==> src/hw/rtl/life_generation_stencil_defines.svh <==
// ============================================================================
// life_generation_stencil_defines.svh
// Assertion macros for the Life generation stencil.
// ============================================================================
`ifndef LIFE_GENERATION_STENCIL_DEFINES_SVH
`define LIFE_GENERATION_STENCIL_DEFINES_SVH

// Antecedent holds -> consequent holds in the same cycle.
`define LGS_ASSERT_SAME(label, clk, rst_n, ante, cons, msg) \
    label: assert property (@(posedge clk) disable iff (!rst_n) (ante) |-> (cons)) \
        else $error(msg);

// Antecedent holds -> consequent holds in the next cycle.
`define LGS_ASSERT_NEXT(label, clk, rst_n, ante, cons, msg) \
    label: assert property (@(posedge clk) disable iff (!rst_n) (ante) |=> (cons)) \
        else $error(msg);

`endif

==> src/hw/rtl/lgs_pkg.sv <==
// ============================================================================
// lgs_pkg
// Grid geometry, field widths and constants of the Life generation stencil.
// ============================================================================
package lgs_pkg;

    localparam int GRID_WIDTH  = 32;
    localparam int GRID_HEIGHT = 32;

    localparam int COL_W   = $clog2(GRID_WIDTH);
    // rows run past the grid by two during the end-of-generation flush
    localparam int ROW_W   = $clog2(GRID_HEIGHT + 2);
    localparam int COUNT_W = 11;
    localparam int LIMIT_W = 8;
    localparam int NBR_W   = 4;
    localparam int HIST_DEPTH = 4;

    localparam logic [COL_W-1:0] COL_LAST  = COL_W'(GRID_WIDTH - 1);
    localparam logic [ROW_W-1:0] ROW_LAST  = ROW_W'(GRID_HEIGHT - 1);
    localparam logic [ROW_W-1:0] ROW_FLUSH = ROW_W'(GRID_HEIGHT);
    localparam logic [ROW_W-1:0] ROW_END   = ROW_W'(GRID_HEIGHT + 1);

    localparam logic [COUNT_W-1:0] TALLY_MAX   = '1;
    localparam logic [LIMIT_W-1:0] STAG_MAX    = '1;
    localparam logic [LIMIT_W-1:0] LIMIT_RESET = LIMIT_W'(50);

    localparam logic [NBR_W-1:0] NBR_BIRTH   = NBR_W'(3);
    localparam logic [NBR_W-1:0] NBR_SURVIVE = NBR_W'(2);

    // window column: [2] row above, [1] middle row, [0] row below
    typedef logic [2:0] t_column;

endpackage

==> src/hw/rtl/life_generation_stencil.sv <==
// Order: the result for a cell leaves GRID_WIDTH+1 cells after it; the word that
//   completes its window passes through S1, S2 and the output register to o_out_valid.
// Throughput: one cell per cycle unless the output stalls; after the last cell of a
//   generation the input stalls while the final row and one cell leave the window.
// Reset: synchronous, active low; clears control, tally, history and stagnation counter,
//   limit returns to 50. The line memory is not cleared; edge masking hides its old data.
// ============================================================================
// life_generation_stencil
// Streams one generation of a Game of Life grid in raster order and produces
// the next generation with live count and stagnation-based reseed flag.
// ============================================================================
`include "life_generation_stencil_defines.svh"

module life_generation_stencil (
    input  logic                          i_clk,
    input  logic                          i_rst_n,
    // configuration
    input  logic                          i_cfg_wr_en,
    input  logic [lgs_pkg::LIMIT_W-1:0]   i_cfg_wr_data,
    // input words
    input  logic                          i_in_valid,
    output logic                          o_in_stall,
    input  logic                          i_cell_alive,
    // output words
    output logic                          o_out_valid,
    input  logic                          i_out_stall,
    output logic                          o_next_alive,
    output logic                          o_last_cell,
    output logic [lgs_pkg::COUNT_W-1:0]   o_live_count,
    output logic                          o_reseed_request
);

    // ------------------------------------------------------------------------
    // Line memory: one 2-bit entry per column, {row r-2, row r-1}.
    // A word at column c reads its entry on entry to S1 and writes back
    // {old row r-1, new cell} when it leaves S1 (read-modify-write).
    // Consecutive words differ by one column, so read and write never hit
    // the same entry in one cycle. The one exception is the wrap from the
    // last flush word to the first cell of the next generation, both at
    // column 0; that read gets the old entry, which only holds rows above
    // the grid and is masked.
    // ------------------------------------------------------------------------
    logic [1:0] mem_rows [lgs_pkg::GRID_WIDTH];
    logic [1:0] r_rd;

    // position of the next word to enter (real or flush)
    logic [lgs_pkg::COL_W-1:0] r_col, n_col;
    logic [lgs_pkg::ROW_W-1:0] r_row, n_row;
    logic                      r_flush, n_flush;

    // S1: word waiting for its memory data
    logic                      r_s1_valid;
    logic                      r_s1_cell;
    logic [lgs_pkg::COL_W-1:0] r_s1_col;
    logic [lgs_pkg::ROW_W-1:0] r_s1_row;

    // 3x3 window: column p-2 and column p-1; column p comes from memory
    lgs_pkg::t_column r_win_a;
    lgs_pkg::t_column r_win_b;
    lgs_pkg::t_column new_col;

    // S2: next state of the center cell
    logic r_s2_valid;
    logic r_s2_alive;
    logic r_s2_last;

    // output register
    logic                        r_out_valid;
    logic                        r_out_alive;
    logic                        r_out_last;
    logic [lgs_pkg::COUNT_W-1:0] r_out_count;
    logic                        r_out_reseed;

    // generation statistics
    logic [lgs_pkg::COUNT_W-1:0] r_tally;
    logic [lgs_pkg::COUNT_W-1:0] r_hist [lgs_pkg::HIST_DEPTH];
    logic [lgs_pkg::LIMIT_W-1:0] r_stag;
    logic [lgs_pkg::LIMIT_W-1:0] r_limit;

    // pipeline control
    logic out_load, s2_free, s1_go, s2_go, s1_free, load_s1, in_acc;

    // stencil
    logic                      s1_emit;
    logic                      ctr_first_col, ctr_last_col, ctr_top, ctr_bottom, ctr_last;
    lgs_pkg::t_column          left_m, mid_m, right_m;
    logic [lgs_pkg::NBR_W-1:0] nbr_cnt;
    logic                      nbr_alive;

    // statistics update
    logic [lgs_pkg::COUNT_W-1:0] tally_inc;
    logic                        hist_match;
    logic [lgs_pkg::LIMIT_W-1:0] stag_inc;
    logic                        reseed;

    // ------------------------------------------------------------------------
    // Handshake and stage enables. Each stage moves when the one after it
    // is empty or moving, so bubbles close up and a held output word does
    // not block input until the pipe behind it is full.
    // ------------------------------------------------------------------------
    assign out_load   = !r_out_valid || !i_out_stall;
    assign s2_free    = !r_s2_valid || out_load;
    assign s2_go      = r_s2_valid && out_load;
    assign s1_go      = r_s1_valid && (!s1_emit || s2_free);
    assign s1_free    = !r_s1_valid || s1_go;
    assign o_in_stall = r_flush || !s1_free;
    assign in_acc     = i_in_valid && !o_in_stall;
    // during flush, dead cells of a virtual row enter on their own
    assign load_s1    = s1_free && (r_flush || i_in_valid);

    // ------------------------------------------------------------------------
    // Raster position. After the last real cell, GRID_WIDTH+1 flush words
    // run through the rows below the grid; the last of them sits at column 0
    // two rows past the end and centers the window on the final cell.
    // ------------------------------------------------------------------------
    always_comb begin
        n_col   = r_col;
        n_row   = r_row;
        n_flush = r_flush;
        if (load_s1) begin
            if (r_flush && r_col == '0 && r_row == lgs_pkg::ROW_END) begin
                n_col   = '0;
                n_row   = '0;
                n_flush = 1'b0;
            end else begin
                if (r_col == lgs_pkg::COL_LAST) begin
                    n_col = '0;
                    n_row = r_row + lgs_pkg::ROW_W'(1);
                end else begin
                    n_col = r_col + lgs_pkg::COL_W'(1);
                end
                if (!r_flush && r_col == lgs_pkg::COL_LAST && r_row == lgs_pkg::ROW_LAST) begin
                    n_flush = 1'b1;
                end
            end
        end
    end

    always_ff @(posedge i_clk) begin
        if (!i_rst_n) begin
            r_col   <= '0;
            r_row   <= '0;
            r_flush <= 1'b0;
        end else begin
            r_col   <= n_col;
            r_row   <= n_row;
            r_flush <= n_flush;
        end
    end

    // ------------------------------------------------------------------------
    // Line memory port
    // ------------------------------------------------------------------------
    always_ff @(posedge i_clk) begin
        if (s1_go) begin
            mem_rows[r_s1_col] <= {r_rd[0], r_s1_cell};
        end
        if (load_s1) begin
            r_rd <= mem_rows[r_col];
        end
    end

    // ------------------------------------------------------------------------
    // S1
    // ------------------------------------------------------------------------
    always_ff @(posedge i_clk) begin
        if (!i_rst_n) begin
            r_s1_valid <= 1'b0;
        end else if (load_s1) begin
            r_s1_valid <= 1'b1;
        end else if (s1_go) begin
            r_s1_valid <= 1'b0;
        end
    end

    always_ff @(posedge i_clk) begin
        if (load_s1) begin
            r_s1_cell <= !r_flush && i_cell_alive;
            r_s1_col  <= r_col;
            r_s1_row  <= r_row;
        end
    end

    // Center cell sits one column left and one row up; at column 0 it is the
    // last column of the row two up.
    always_comb begin
        s1_emit       = (r_s1_row >= lgs_pkg::ROW_W'(2)) ||
                        (r_s1_row == lgs_pkg::ROW_W'(1) && r_s1_col != '0);
        ctr_last_col  = (r_s1_col == '0);
        ctr_first_col = (r_s1_col == lgs_pkg::COL_W'(1));
        ctr_top       = ctr_last_col ? (r_s1_row == lgs_pkg::ROW_W'(2))
                                     : (r_s1_row == lgs_pkg::ROW_W'(1));
        ctr_bottom    = ctr_last_col ? (r_s1_row == lgs_pkg::ROW_END)
                                     : (r_s1_row == lgs_pkg::ROW_FLUSH);
        ctr_last      = ctr_last_col && (r_s1_row == lgs_pkg::ROW_END);
    end

    assign new_col = {r_rd[1], r_rd[0], r_s1_cell};

    // mask cells beyond the grid edge; the center itself is not a neighbor
    always_comb begin
        left_m  = ctr_first_col ? '0 : r_win_a;
        right_m = ctr_last_col  ? '0 : new_col;
        mid_m   = {r_win_b[2], 1'b0, r_win_b[0]};
        if (ctr_top) begin
            left_m[2]  = 1'b0;
            right_m[2] = 1'b0;
            mid_m[2]   = 1'b0;
        end
        if (ctr_bottom) begin
            left_m[0]  = 1'b0;
            right_m[0] = 1'b0;
            mid_m[0]   = 1'b0;
        end
        nbr_cnt = '0;
        for (int k = 0; k < 3; k++) begin
            nbr_cnt = nbr_cnt + lgs_pkg::NBR_W'(left_m[k]) + lgs_pkg::NBR_W'(mid_m[k])
                      + lgs_pkg::NBR_W'(right_m[k]);
        end
        nbr_alive = (nbr_cnt == lgs_pkg::NBR_BIRTH) ||
                    (r_win_b[1] && nbr_cnt == lgs_pkg::NBR_SURVIVE);
    end

    always_ff @(posedge i_clk) begin
        if (s1_go) begin
            r_win_a <= r_win_b;
            r_win_b <= new_col;
        end
    end

    // ------------------------------------------------------------------------
    // S2
    // ------------------------------------------------------------------------
    always_ff @(posedge i_clk) begin
        if (!i_rst_n) begin
            r_s2_valid <= 1'b0;
        end else if (s1_go && s1_emit) begin
            r_s2_valid <= 1'b1;
        end else if (s2_go) begin
            r_s2_valid <= 1'b0;
        end
    end

    always_ff @(posedge i_clk) begin
        if (s1_go && s1_emit) begin
            r_s2_alive <= nbr_alive;
            r_s2_last  <= ctr_last;
        end
    end

    // ------------------------------------------------------------------------
    // Live tally, history compare and stagnation counter (both saturate)
    // ------------------------------------------------------------------------
    always_comb begin
        tally_inc = (r_s2_alive && r_tally != lgs_pkg::TALLY_MAX)
                  ? r_tally + lgs_pkg::COUNT_W'(1) : r_tally;
        hist_match = 1'b0;
        for (int k = 0; k < lgs_pkg::HIST_DEPTH; k++) begin
            if (r_hist[k] == tally_inc) begin
                hist_match = 1'b1;
            end
        end
        stag_inc = (hist_match && r_stag != lgs_pkg::STAG_MAX)
                 ? r_stag + lgs_pkg::LIMIT_W'(1) : r_stag;
        reseed   = (stag_inc > r_limit);
    end

    always_ff @(posedge i_clk) begin
        if (!i_rst_n) begin
            r_tally <= '0;
            r_stag  <= '0;
            for (int k = 0; k < lgs_pkg::HIST_DEPTH; k++) begin
                r_hist[k] <= '0;
            end
        end else if (s2_go) begin
            if (r_s2_last) begin
                r_tally <= '0;
                r_stag  <= reseed ? '0 : stag_inc;
                for (int k = lgs_pkg::HIST_DEPTH - 1; k > 0; k--) begin
                    r_hist[k] <= r_hist[k-1];
                end
                r_hist[0] <= tally_inc;
            end else begin
                r_tally <= tally_inc;
            end
        end
    end

    always_ff @(posedge i_clk) begin
        if (!i_rst_n) begin
            r_limit <= lgs_pkg::LIMIT_RESET;
        end else if (i_cfg_wr_en) begin
            r_limit <= i_cfg_wr_data;
        end
    end

    // ------------------------------------------------------------------------
    // Output register
    // ------------------------------------------------------------------------
    always_ff @(posedge i_clk) begin
        if (!i_rst_n) begin
            r_out_valid <= 1'b0;
        end else if (out_load) begin
            r_out_valid <= r_s2_valid;
        end
    end

    always_ff @(posedge i_clk) begin
        if (s2_go) begin
            r_out_alive  <= r_s2_alive;
            r_out_last   <= r_s2_last;
            r_out_count  <= r_s2_last ? tally_inc : '0;
            r_out_reseed <= r_s2_last && reseed;
        end
    end

    assign o_out_valid      = r_out_valid;
    assign o_next_alive     = r_out_alive;
    assign o_last_cell      = r_out_last;
    assign o_live_count     = r_out_count;
    assign o_reseed_request = r_out_reseed;

    // ------------------------------------------------------------------------
    // Assertions
    // ------------------------------------------------------------------------
    `LGS_ASSERT_SAME(a_no_rmw_collide, i_clk, i_rst_n, s1_go && load_s1 && r_s1_row != lgs_pkg::ROW_END, r_s1_col != r_col, "line memory read and write hit the same column")
    `LGS_ASSERT_NEXT(a_flush_after_last, i_clk, i_rst_n, in_acc && r_col == lgs_pkg::COL_LAST && r_row == lgs_pkg::ROW_LAST, r_flush && o_in_stall, "flush did not start after the last cell")
    `LGS_ASSERT_SAME(a_stats_only_last, i_clk, i_rst_n, o_out_valid && !o_last_cell, o_live_count == '0 && !o_reseed_request, "statistics on a cell that is not last")
    `LGS_ASSERT_SAME(a_reseed_clears, i_clk, i_rst_n, o_out_valid && o_reseed_request, r_stag == '0, "stagnation counter not cleared on reseed")
    `LGS_ASSERT_SAME(a_tally_restart, i_clk, i_rst_n, o_out_valid && o_last_cell, r_tally == '0, "live tally not restarted after last cell")

endmodule

==> config.mk <==
export PLATFORM = sky130hd
export DESIGN_NAME = life_generation_stencil
export DESIGN_NICKNAME = d
export VERILOG_FILES = /design/src/hw/rtl/lgs_pkg.sv /design/src/hw/rtl/life_generation_stencil.sv
export VERILOG_INCLUDE_DIRS = /design/src /design/src/hw/rtl
export SDC_FILE = /design/constraint.sdc
export NUM_CORES = 1
export LEC_CHECK = 0
export ABC_AREA = 1
export BUFFER_PORTS_ARGS = -buffer_cell sky130_fd_sc_hd__buf_2
export CORE_MARGIN = 5
export CORE_UTILIZATION = 55
export DETAILED_ROUTE_END_ITERATION = 10
export PLACE_DENSITY = 0.75
export SETUP_SLACK_MARGIN = 0.5
export SLEW_MARGIN = 20
export SYNTH_ARGS = -nofsm -noshare
export SYNTH_HDL_FRONTEND = slang
export SYNTH_SLANG_ARGS = --single-unit
==> constraint.sdc <==
create_clock -name i_clk -period 5.47 [get_ports i_clk]
set_input_delay 0.2735 -clock i_clk [delete_from_list [all_inputs] [get_ports i_clk]]
set_output_delay 0.2735 -clock i_clk [all_outputs]
set_load 0.01 [all_outputs]
==> report_table.html <==
<table>
<tr><th>Metric</th><th>Value</th></tr>
<tr><th colspan="2">Routing</th></tr>
<tr><td>Routed vias</td><td>6882</td></tr>
<tr><td>Wirelength, routed</td><td>19.2 mm</td></tr>
<tr><td>DRT iter0 DRCs</td><td>659</td></tr>
<tr><td>Routed wire per std cell</td><td>14.9 µm</td></tr>
<tr><td>Vias per Instance</td><td>5.35</td></tr>
<tr><td>Drt drc</td><td>0</td></tr>
<tr><td>DRT antenna net count</td><td>0</td></tr>
<tr><td>Router iterations before antenna repair</td><td>5</td></tr>
<tr><th colspan="2">Die</th></tr>
<tr><td>Initial core utilization</td><td>55.7%</td></tr>
<tr><td>Floorplan die width</td><td>139 µm</td></tr>
<tr><td>Core footprint</td><td>0.0165 mm²</td></tr>
<tr><td>Site row count</td><td>47</td></tr>
<tr><td>Number of ports placed on the die boundary</td><td>30</td></tr>
<tr><td>Overall die height</td><td>139 µm</td></tr>
<tr><td>Area of the die</td><td>0.0194 mm²</td></tr>
<tr><th colspan="2">Power</th></tr>
<tr><td>Leakage</td><td>4.07 nW</td></tr>
<tr><td>Total power of the final layout</td><td>3.17 mW</td></tr>
<tr><td>Cell Pwr Density</td><td>313 mW/mm²</td></tr>
<tr><td>Largest vdd supply drop</td><td>0.253 mV</td></tr>
<tr><th colspan="2">Finish</th></tr>
<tr><td>Net count, final</td><td>1090</td></tr>
<tr><td>Antenna diodes</td><td>0</td></tr>
<tr><td>Commonest cells after routing, fill and taps aside</td><td>sky130_fd_sc_hd__nand2_1, sky130_fd_sc_hd__nor2_1, sky130_fd_sc_hd__edfxtp_1, sky130_fd_sc_hd__inv_1, sky130_fd_sc_hd__nand3_1</td></tr>
<tr><td>FILL cells</td><td>1421</td></tr>
<tr><td>Signed area change from the synthesized netlist to the final layout</td><td>10.4%</td></tr>
<tr><td>Most common cell after layout, fill and taps aside</td><td>sky130_fd_sc_hd__nand2_1</td></tr>
<tr><td>Share of cells above drive strength 1</td><td>9.85%</td></tr>
<tr><td>Final cell count without fillers</td><td>1286</td></tr>
<tr><th colspan="2">Placement</th></tr>
<tr><td>Port bufs</td><td>29</td></tr>
<tr><td>Sum of net half-perimeters after detailed placement</td><td>13.2 mm</td></tr>
<tr><td>Setup slack at placement</td><td>1170 ps</td></tr>
<tr><td>Number of cells in the design after placement</td><td>1255</td></tr>
<tr><td>Global placement routability congestion</td><td>0.906</td></tr>
<tr><th colspan="2">STA</th></tr>
<tr><td>Upper clock frequency limit</td><td>0.227 GHz</td></tr>
<tr><td>Post-route clock period utilization</td><td>80.4%</td></tr>
<tr><td>Slew HR</td><td>38.4%</td></tr>
<tr><td>Final worst-path setup slack</td><td>1070 ps</td></tr>
<tr><td>Count of final setup violators</td><td>0</td></tr>
<tr><td>RSZ-0062 raised after global routing</td><td>no</td></tr>
<tr><td>Pin slew with the least headroom to its limit</td><td>923 ps</td></tr>
<tr><td>Post-route setup TNS</td><td>0 ps</td></tr>
<tr><td>Max Clock Skew</td><td>9.76 ps</td></tr>
<tr><td>Final hold slack</td><td>51.2 ps</td></tr>
<tr><td>Max-slew violation total from the final report</td><td>0</td></tr>
<tr><td>Final hold violation count</td><td>0</td></tr>
<tr><td>Clock period minus worst slack</td><td>4400 ps</td></tr>
<tr><th colspan="2">CTS</th></tr>
<tr><td>CTS Root Buffer Type</td><td>sky130_fd_sc_hd__clkbuf_16</td></tr>
<tr><td>Hold_buf cts</td><td>0</td></tr>
<tr><td>Number of levels the H-tree was split into</td><td>4</td></tr>
<tr><td>CTS buffer count</td><td>17</td></tr>
<tr><td>Count of instances resized after the clock tree is built</td><td>0</td></tr>
<tr><td>Clock transition at the registers of the reported paths</td><td>70 ps</td></tr>
<tr><td>Longest Clk Path Bufs</td><td>2</td></tr>
<tr><td>Number of clock sinks</td><td>186</td></tr>
<tr><td>Worst skew pair latency</td><td>430 ps</td></tr>
<tr><td>Clock tree from TritonCTS</td><td>built</td></tr>
<tr><td>Number of post-CTS setup repair buffers</td><td>0</td></tr>
<tr><th colspan="2">GRT</th></tr>
<tr><td>Total track usage</td><td>20.5%</td></tr>
<tr><td>Via count of the first global-routing pass</td><td>6618</td></tr>
<tr><td>Aggregate global routing overflow</td><td>0</td></tr>
<tr><td>Wire length of the first global-routing pass</td><td>32.2 mm</td></tr>
<tr><td>Antenna violations before repair</td><td>0</td></tr>
<tr><td>Pin count of the biggest net entering global routing</td><td>47</td></tr>
<tr><th colspan="2">Setup path</th></tr>
<tr><td>Data arrival time of the critical path</td><td>4770 ps</td></tr>
<tr><td>Reg2reg setup slack</td><td>1070 ps</td></tr>
<tr><td>Worst path required time</td><td>5850 ps</td></tr>
<tr><td>Setup CP Type</td><td>flop to flop</td></tr>
<tr><td>Max Fanout on Critical Path</td><td>19</td></tr>
<tr><td>Kind of capture point of the worst setup path</td><td>flop</td></tr>
<tr><td>Crit path launch type</td><td>flop</td></tr>
<tr><th colspan="2">Yosys</th></tr>
<tr><td>Dominant synthesized flop cell</td><td>sky130_fd_sc_hd__edfxtp_1</td></tr>
<tr><td>EDFF count, synth</td><td>144</td></tr>
<tr><td>Number of synthesized register bits</td><td>186</td></tr>
<tr><td>Gate count of the mapped netlist</td><td>1023</td></tr>
<tr><td>Async set-or-reset flop fraction in the synthesized netlist</td><td>0%</td></tr>
<tr><td>Net count after synthesis</td><td>1059</td></tr>
<tr><td>Netlist area before placement</td><td>0.00917 mm²</td></tr>
<tr><td>Distinct cell type count after synthesis</td><td>38</td></tr>
<tr><td>Avg Inst Size Synth</td><td>8.97 µm²</td></tr>
<tr><td>Yosys warnings</td><td>0</td></tr>
<tr><td>Register area share after synthesis</td><td>56.3%</td></tr>
<tr><th colspan="2">Min path</th></tr>
<tr><td>Min-Delay Path Class</td><td>input pin to flop</td></tr>
<tr><th colspan="2">Run</th></tr>
<tr><td>Maximum capacitance violations</td><td>0</td></tr>
<tr><th colspan="2">Outcome</th></tr>
<tr><td>Result of the run</td><td>completed</td></tr>
</table>
==> cells in the mapped netlist (all sizes together), types with 2 or more instances <==
cell    count  area share (%)
a211oi      4            0.33
a21oi      33             1.8
a31oi       6            0.41
a32oi       2            0.19
and2        2            0.14
buf         3            0.29
clkbuf     19            0.78
dfxtp      42             9.2
edfxtp    144              47
fa          4            0.87
ha         18             2.5
inv       129             5.3
nand2     212             9.4
nand3     100             6.1
nand3b      7            0.57
nand4       7            0.55
nor2      195             8.3
nor3       12            0.65
nor4        3            0.20
o211ai      2            0.16
o21ai      47             2.6
o22ai      14            0.95
xnor2       3            0.29
xor2       11             1.1
==> sequential cells by signal, indices dropped and copies added, names as in the netlist, 2 cells and up <==
name,count
mem_rows,64
o_live_count,11
r_col,5
r_hist,44
r_limit,8
r_rd,2
r_row,6
r_s1_col,5
r_s1_row,6
r_stag,8
r_tally,11
r_win_a,3
r_win_b,3
==> cell type report <==
type	count	area, µm²	area share, %
clock inverters	14	163	1.61
clock buffers	17	425	4.20
well taps	220	275	2.72
inverters	130	488	4.82
flip-flops and latches	186	5160	51.0
multi-input cells	685	3430	33.9
repair buffers	34	183	1.80
==> kinds of logic after synthesis <==
| group | Yosys count | synth area share, % |
|---|---|---|
| AOI/OAI and AO/OA | 110 | 6.62 |
| xor gates and xnor gates | 14 | 1.34 |
| adders and majority gates | 22 | 3.33 |
| buffers and inverters | 152 | 6.38 |
| DFF | 186 | 56.3 |
| and+or+nand+nor | 539 | 26.0 |
==> metal layers <==
layer / up-vias / wire [µm] / GRT usage [%]
met5: - / 0 / 0
met4: 0 / 405 / 6.85
met3: 35 / 828 / 4.21
met2: 169 / 9550 / 34.4
met1: 3217 / 8420 / 26.7
li1: 3461 / - / -
==> per-stage QoR <==
stage	instance area (µm²)	utilization, %
2_1_floorplan	9170	-
3_3_place_gp	9530	57.9
3_5_place_dp	9530	57.9
4_1_cts	10100	61.5
5_1_grt	10100	61.5
6_report	10100	61.5
==> path summary, 6_finish.rpt <==
kind                                                 to               startpoint  depth (start not counted)
worst max-delay path             r_stag[0]$_SDFFE_PN0P_  r_tally[0]$_SDFFE_PN0P_                         27
worst min-delay path            r_limit[5]$_SDFFE_PN1P_         i_cfg_wr_data[5]                          3
worst max register to register   r_stag[0]$_SDFFE_PN0P_  r_tally[0]$_SDFFE_PN0P_                         27
worst min register to register     r_win_a[2]$_DFFE_PP_     r_win_b[2]$_DFFE_PP_                          0
==> worst max-delay path, cell delays in order, from the launching register on <==
cell                       delay, ps
sky130_fd_sc_hd__dfxtp_1         470
sky130_fd_sc_hd__ha_1            250
sky130_fd_sc_hd__nand2_1         100
sky130_fd_sc_hd__nor2_4          140
sky130_fd_sc_hd__nand3_4         260
sky130_fd_sc_hd__nand2_1         220
sky130_fd_sc_hd__nand2_1         150
sky130_fd_sc_hd__nand2_1         140
sky130_fd_sc_hd__nand2_1          60
sky130_fd_sc_hd__nand2_1          60
sky130_fd_sc_hd__nor2_1           40
sky130_fd_sc_hd__nand3_1          70
sky130_fd_sc_hd__nor2_1           50
sky130_fd_sc_hd__nor2_2          240
sky130_fd_sc_hd__nand2_4         150
sky130_fd_sc_hd__nand2_4         130
sky130_fd_sc_hd__nand2_2          70
sky130_fd_sc_hd__and2_1          150
sky130_fd_sc_hd__ha_1            290
sky130_fd_sc_hd__a21oi_1         150
sky130_fd_sc_hd__o21ai_0          90
sky130_fd_sc_hd__nand2_1          70
sky130_fd_sc_hd__o211ai_1         80
sky130_fd_sc_hd__o21ai_0         130
sky130_fd_sc_hd__nand2_1          80
sky130_fd_sc_hd__nor2_1          470
sky130_fd_sc_hd__nand3_1         150
sky130_fd_sc_hd__nand2_1          90
==> where the power goes <==
group          switching (mW)  internal [mW]
clock                   0.557          0.683
sequential             0.0311           1.58
combinational           0.221          0.105
Power figures use the tool's default switching activity.
